<file path="src/rtl/core/qldt_pkg.sv">
// ----------------------------------------------------------------------------
// qldt_pkg
// Shared types, codes and sizes for the quorum lease deadline tracker.
// ----------------------------------------------------------------------------
`timescale 1ns / 1ps
`default_nettype none

package qldt_pkg;

    localparam int PEERS   = 8;
    localparam int PEER_W  = $clog2(PEERS);
    localparam int CNT_W   = $clog2(PEERS + 1);
    localparam int TIME_W  = 64;
    localparam int SPAN_W  = 32;
    localparam int MASK_W  = 8;
    localparam int QUORUM_W = 4;
    localparam int CMD_W   = 2;
    localparam int CFG_IDX_W = 2;
    localparam int CFG_DATA_W = 32;

    localparam logic [CMD_W-1:0] CMD_HEARTBEAT = 2'd0;
    localparam logic [CMD_W-1:0] CMD_QUORUM    = 2'd1;
    localparam logic [CMD_W-1:0] CMD_SHAKY     = 2'd2;

    localparam logic [CFG_IDX_W-1:0] CFG_TARGET_MASK = 2'd0;
    localparam logic [CFG_IDX_W-1:0] CFG_QUORUM_SIZE = 2'd1;
    localparam logic [CFG_IDX_W-1:0] CFG_LEASE_SPAN  = 2'd2;

    typedef enum logic [1:0] {
        ST_IDLE,
        ST_SCAN,
        ST_DONE
    } t_state;

endpackage

`default_nettype wire

</file>
<file path="src/rtl/core/quorum_lease_deadline_tracker.sv">
// ----------------------------------------------------------------------------
// quorum_lease_deadline_tracker
// Per-peer last-contact store with quorum lease deadline selection.
// ----------------------------------------------------------------------------
// A heartbeat request never stalls the input, so heartbeats may follow one
// another while no query holds o_stall. A deadline query runs a rank scan
// with one shared rank unit: each of eight scan steps compares one candidate
// slot against every slot and keeps it when its rank matches the quorum rank,
// then the done state adds the lease span with saturation and loads the
// result into the output register. A query holds o_stall through the scan and
// the done state; the single-node and no-target cases skip the scan and go
// straight to the done state. Either case holds o_stall longer while an
// earlier result is still stalled at the output. The output register lets
// the next request in while a result still waits.
`timescale 1ns / 1ps
`default_nettype none

module quorum_lease_deadline_tracker (
    input  wire logic                                  i_clk,
    input  wire logic                                  i_rst_n,
    input  wire logic                                  i_valid,
    output logic                                       o_stall,
    input  wire logic [qldt_pkg::CMD_W-1:0]            i_cmd,
    input  wire logic [2:0]                            i_peer,
    input  wire logic [qldt_pkg::TIME_W-1:0]           i_contact_time,
    input  wire logic [qldt_pkg::TIME_W-1:0]           i_now_time,
    output logic                                       o_valid,
    input  wire logic                                  i_stall,
    output logic [qldt_pkg::TIME_W-1:0]                o_deadline,
    input  wire logic                                  i_cfg_valid,
    output logic                                       o_cfg_ready,
    input  wire logic [qldt_pkg::CFG_IDX_W-1:0]        i_cfg_index,
    input  wire logic [qldt_pkg::CFG_DATA_W-1:0]       i_cfg_data
);

    qldt_pkg::t_state r_state, n_state;

    logic [qldt_pkg::TIME_W-1:0]   r_last [qldt_pkg::PEERS];
    logic [qldt_pkg::MASK_W-1:0]   r_mask;
    logic [qldt_pkg::QUORUM_W-1:0] r_quorum;
    logic [qldt_pkg::SPAN_W-1:0]   r_span;
    logic [qldt_pkg::PEER_W-1:0]   r_idx;
    logic [qldt_pkg::PEER_W-1:0]   r_rank, n_rank;
    logic [qldt_pkg::TIME_W-1:0]   r_sel;
    logic                          r_out_valid;
    logic [qldt_pkg::TIME_W-1:0]   r_deadline;

    logic                          s_accept;
    logic                          s_query;
    logic                          s_direct;
    logic                          s_load_out;
    logic                          s_scan_last;
    logic                          s_hb_write;
    logic [qldt_pkg::CNT_W-1:0]    s_tcount;
    logic [qldt_pkg::CNT_W:0]      s_n;
    logic [qldt_pkg::CNT_W:0]      s_tp1;
    logic [qldt_pkg::CNT_W:0]      s_rank_raw;
    logic [qldt_pkg::TIME_W-1:0]   s_cand;
    logic [qldt_pkg::CNT_W-1:0]    s_lt;
    logic [qldt_pkg::CNT_W-1:0]    s_le;
    logic                          s_hit;
    logic [qldt_pkg::TIME_W:0]     s_sum;

    // target count and quorum rank
    always_comb begin
        s_tcount = '0;
        for (int i = 0; i < qldt_pkg::PEERS; i++) begin
            s_tcount = s_tcount + qldt_pkg::CNT_W'(r_mask[i]);
        end
        s_n   = {1'b0, r_quorum} + ((i_cmd == qldt_pkg::CMD_SHAKY) ? 5'd1 : 5'd0);
        s_tp1 = {1'b0, s_tcount} + 5'd1;
        if (s_n > s_tp1) begin
            s_rank_raw = '0;
        end else begin
            s_rank_raw = s_tp1 - s_n;
        end
        if (s_rank_raw > ({1'b0, s_tcount} - 5'd1)) begin
            s_rank_raw = {1'b0, s_tcount} - 5'd1;
        end
        n_rank = s_rank_raw[qldt_pkg::PEER_W-1:0];
    end

    // shared rank unit: one candidate against all slots
    always_comb begin
        s_cand = r_last[r_idx];
        s_lt   = '0;
        s_le   = '0;
        for (int j = 0; j < qldt_pkg::PEERS; j++) begin
            s_lt = s_lt + qldt_pkg::CNT_W'(r_mask[j] && (r_last[j] < s_cand));
            s_le = s_le + qldt_pkg::CNT_W'(r_mask[j] && (r_last[j] <= s_cand));
        end
        s_hit = r_mask[r_idx] && (s_lt <= {1'b0, r_rank}) && ({1'b0, r_rank} < s_le);
    end

    assign s_sum = {1'b0, r_sel} + {{(qldt_pkg::TIME_W - qldt_pkg::SPAN_W + 1){1'b0}}, r_span};

    // next state
    always_comb begin
        n_state = r_state;
        case (r_state)
            qldt_pkg::ST_IDLE: begin
                if (s_accept && s_query) begin
                    n_state = s_direct ? qldt_pkg::ST_DONE : qldt_pkg::ST_SCAN;
                end
            end
            qldt_pkg::ST_SCAN: begin
                if (s_scan_last) begin
                    n_state = qldt_pkg::ST_DONE;
                end
            end
            qldt_pkg::ST_DONE: begin
                if (s_load_out) begin
                    n_state = qldt_pkg::ST_IDLE;
                end
            end
            default: begin
                n_state = qldt_pkg::ST_IDLE;
            end
        endcase
    end

    // outputs and strobes
    always_comb begin
        o_stall     = (r_state != qldt_pkg::ST_IDLE);
        s_accept    = i_valid && !o_stall;
        s_query     = (i_cmd == qldt_pkg::CMD_QUORUM) || (i_cmd == qldt_pkg::CMD_SHAKY);
        s_direct    = (r_quorum == 4'd1) || (s_tcount == '0);
        s_scan_last = (r_state == qldt_pkg::ST_SCAN)
                      && (r_idx == qldt_pkg::PEER_W'(qldt_pkg::PEERS - 1));
        s_load_out  = (r_state == qldt_pkg::ST_DONE) && (!r_out_valid || !i_stall);
        s_hb_write  = s_accept && (i_cmd == qldt_pkg::CMD_HEARTBEAT)
                      && (r_last[i_peer] < i_contact_time);
        o_valid     = r_out_valid;
        o_deadline  = r_deadline;
        o_cfg_ready = 1'b1;
    end

    always_ff @(posedge i_clk) begin
        if (!i_rst_n) begin
            r_state     <= qldt_pkg::ST_IDLE;
            r_out_valid <= 1'b0;
            r_mask      <= '0;
            r_quorum    <= 4'd1;
            r_span      <= '0;
            r_idx       <= '0;
            for (int i = 0; i < qldt_pkg::PEERS; i++) begin
                r_last[i] <= '0;
            end
        end else begin
            r_state <= n_state;

            if (i_cfg_valid && o_cfg_ready) begin
                case (i_cfg_index)
                    qldt_pkg::CFG_TARGET_MASK: r_mask   <= i_cfg_data[qldt_pkg::MASK_W-1:0];
                    qldt_pkg::CFG_QUORUM_SIZE: r_quorum <= i_cfg_data[qldt_pkg::QUORUM_W-1:0];
                    qldt_pkg::CFG_LEASE_SPAN:  r_span   <= i_cfg_data[qldt_pkg::SPAN_W-1:0];
                    default: ;
                endcase
            end

            if (s_hb_write) begin
                r_last[i_peer] <= i_contact_time;
            end

            if (s_accept && s_query) begin
                r_idx <= '0;
            end else if (r_state == qldt_pkg::ST_SCAN) begin
                r_idx <= r_idx + 1'b1;
            end

            if (s_load_out) begin
                r_out_valid <= 1'b1;
            end else if (!i_stall) begin
                r_out_valid <= 1'b0;
            end
        end
    end

    always_ff @(posedge i_clk) begin
        if (s_accept && s_query) begin
            r_rank <= n_rank;
            r_sel  <= i_now_time;
        end else if ((r_state == qldt_pkg::ST_SCAN) && s_hit) begin
            r_sel <= s_cand;
        end
        if (s_load_out) begin
            r_deadline <= s_sum[qldt_pkg::TIME_W] ? {qldt_pkg::TIME_W{1'b1}}
                                                  : s_sum[qldt_pkg::TIME_W-1:0];
        end
    end

endmodule

`default_nettype wire

</file>
<file path="config.mk">
export PLATFORM = sky130hd
export DESIGN_NAME = quorum_lease_deadline_tracker
export DESIGN_NICKNAME = d
export VERILOG_FILES = /design/src/rtl/core/qldt_pkg.sv /design/src/rtl/core/quorum_lease_deadline_tracker.sv
export SDC_FILE = /design/constraint.sdc
export NUM_CORES = 2
export LEC_CHECK = 0
export ABC_AREA = 1
export BUFFER_PORTS_ARGS = -buffer_cell sky130_fd_sc_hd__buf_4
export CORE_MARGIN = 3
export CORE_UTILIZATION = 30
export CTS_CLUSTER_DIAMETER = 200
export DETAILED_ROUTE_END_ITERATION = 12
export GPL_TIMING_DRIVEN = 0
export PLACE_DENSITY = 0.52
export SYNTH_ARGS = -nofsm -noshare
export SYNTH_HDL_FRONTEND = slang
export SYNTH_SLANG_ARGS = --single-unit
</file>
<file path="constraint.sdc">
create_clock -name i_clk -period 8.3 [get_ports i_clk]
set_clock_uncertainty 0.2 [all_clocks]
set_input_delay 1.66 -clock i_clk [delete_from_list [all_inputs] [get_ports i_clk]]
set_output_delay 1.66 -clock i_clk [all_outputs]
set_load 0.005 [all_outputs]
</file>
==> metrics.cfg <==
[floorplanning]
start_util_pct = 30.4
ios = 239
die_y_um = 410
die_area_um2 = 168000
coreArea_um2 = 161000
fp.dieW_um = 410
rows = 147

[drt]
drcViolationCount = 0
ant_nets = 0
drtIter0Drc = 7016
wl_um = 271000
routed_via_density = 5.82
vias = 48200
firstDrtPassIters = 6
routedWlPerCell_um = 32.7

[min_path]
worstHoldStart = r_span[8]$_SDFFE_PN0P_
min_to = r_span[8]$_SDFFE_PN0P_
hp-class = flip-flop to flip-flop
worstHoldPathCells = 2

[final_layout]
layout_commonest_cell = nor2_1
final_cell_mix = nor2_1, nand2_1, edfxtp_1, ha_1, o21ai_0
finalCoreUtilization_pct = 36.4
drive_gt1_share_pct = 13.0
nNetsFinal = 6860
syn_to_final_growth_pct = 19.6
final_cells = 8279

[power]
peakVddDrop_v = 0.000130
p_leak_nw = 24.4
powerDensity_nw_per_um2 = 197

[timing]
period_share_pct = 101
fmax_ghz = 0.119
final.setup.tns_ps = -2610
worst_pin_slew_ps = 1690
finalCriticalPeriod_ps = 8410
worst_slack_ps = -111
relSlewSlack_pct = -12.9
hold_viol_final = 0
drv_slew = 58
finalSetupViolations = 68

[yosys]
synth_warnings = 0
ys_ff_latch = 696
yosys_most_used_dff = edfxtp_1
syn_area_um2 = 49100
synth_cells = 5615
synth_fp_nets = 6440
synth_cell_types = 59
synth-edff-count = 643
syn_area_per_cell_um2 = 8.74
synth_seq_area_share_pct = 41.5
async_reset_ff_share_pct = 0

[grt]
track_usage_pct = 31.0
grt_first_pass_wirelength_um = 364000
overflow = 0
grt_pass1_vias = 45700
antenna_found_initial = 20
grt_max_degree = 47

[placement]
io_buffers = 234
detailed_place_hpwl_um = 203000
dp.cells = 8064
place.gp.congestion = 1.02

[clock_network]
root_buffer = clkbuf_16
cts-buffers-inserted = 89
cts_max_path_buffers = 3
h-tree-depth = 3
cts_hold_buffers = 0
insertion_delay_ps = 730
cts.sinks = 696
cts_tree = done
path_clk_slew_ps = 60

[worst_setup_path]
reg2reg_to = r_sel[59]$_DFFE_PP_
path_cells = buf_2, nor2_2, nand2_1, clkinv_1, clkbuf_1, nand2_1, nand4_1, ha_1, nand4_1, nor4_2, nand2_1, nor4_1, nand2_4, nand3_2, buf_6, buf_6, nand2_4, buf_12
crit_arrival_ps = 8610
crit_type = input pin to flip-flop
worst_r2r_path_depth = 28
cp_common_cell = nand2_1
cp.required_ps = 8500
reg2reg_slack_ps = -20
endpoint_kind = flip-flop
cp_slowest_cell = clkinv_1
cpPeakStageDelay_ps = 1160
crit_fanout = 37
crit_start = i_peer[1]
cp-start-kind = input pin

[outcome]
status = finished with violations
violations = max-capacitance violations, max-slew violations, negative setup slack

[flow_run]
cap_violations = 7

[sequential cells by signal, summed over array words and instances, names as in the netlist, named ones only]
name	count
r_idx	3
r_span	32
r_rank	3
r_last	512
o_deadline	64
o_valid	1
r_sel	64
r_mask	8
r_state	2
r_quorum	4
[kinds of logic (layout without fill, tap and decap cells)]
logic type / Yosys count / after routing / share of synthesized area, %
xor gates and xnor gates: 32 / 32 / 0.571
other: 1 / 17 / 0.00764
adders and majority gates: 653 / 653 / 16.9
buffers and inverters: 764 / 1252 / 6.66
and+or+nand+nor: 1994 / 1994 / 17.0
DFF: 696 / 696 / 41.5
AOI/OAI and AO/OA: 1475 / 1475 / 17.4
[metrics by stage]
step	instance area (um2)	setup WS, ps	power (mW)	hold slack (ps)
final	58700	-111	11.5	252
after global routing	58700	-31.0	12.0	284
after CTS	58200	0.818	11.4	257
after detailed placement	54500	-3680	7.29	245
after global placement	53500	-5710	7.20	239
after floorplan	49100	69.6	5.92	228
[routing by layer]
layer	vias to the layer above	GRT usage, %	wire [um]	part of all wire, %
li1	21000	-	-	-
met2	3235	46.6	114000	42
met1	23100	39.4	106000	39
met4	8	18.3	19800	7.3
met3	866	9.11	31200	12
met5	-	0	54	0.020
[where the power goes]
group | internal (mW) | switching, mW
clock network | 2.41 | 1.68
logic | 1.02 | 2.11
registers | 4.12 | 0.213
total | 7.54 | 4.01
[how the worst max path moves through the flow]
stage	end
global route	r_sel[55]$_DFFE_PP_
floorplan	r_sel[0]$_DFFE_PP_
detailed placement	r_sel[13]$_DFFE_PP_
global placement	r_sel[27]$_DFFE_PP_
CTS	r_sel[34]$_DFFE_PP_
finish	r_last[1][44]$_SDFFCE_PN0P_
[worst max-delay path: cells and delay by family]
family                   cells  cell delay (ps)
AND/OR/NAND/NOR             11             3270
adder cells (fa/ha/maj)      1              370
buffers and inverters        6             3160
[area by class of cell]
type / instances / area [um2]
well taps: 2160 / 2700
diodes: 16 / 40.0
flip-flops and latches: 696 / 20400
clock buffers: 111 / 2390
fillers: 16600 / 103000
repair buffers: 329 / 2860
multi-input cells: 4155 / 26200
inverters: 528 / 1990
plain buffers: 236 / 1650
clock inverters: 48 / 557
[synth_stat cells (28+ instances only)]
cell type | count | area share (%)
a211oi_1 | 32 | 0.49
a21oi_1 | 487 | 5.0
a221oi_1 | 92 | 1.6
a22oi_1 | 44 | 0.67
buf_6 | 49 | 1.1
clkbuf_1 | 148 | 1.1
clkinv_1 | 66 | 0.50
dfxtp_1 | 53 | 2.2
edfxtp_1 | 643 | 39
ha_1 | 639 | 16
inv_1 | 460 | 3.5
nand2_1 | 708 | 5.4
nand3_1 | 184 | 1.9
nand4_1 | 109 | 1.4
nor2_1 | 848 | 6.5
nor3_1 | 62 | 0.63
nor4_1 | 30 | 0.38
o211ai_1 | 64 | 0.98
o21a_1 | 28 | 0.43
o21ai_0 | 574 | 5.9
o22ai_1 | 46 | 0.59
[timing repair]
| action | CTS | global route |
|---|---|---|
| endpoints found under the setup margin | 126 | 315 |
| setup buffers | 15 | 19 |
| resized for setup | 227 | 120 |
| pin swaps | 11 | 9 |
| cloned | 1 | 4 |
Note: power is estimated with default switching activity, not from simulation.
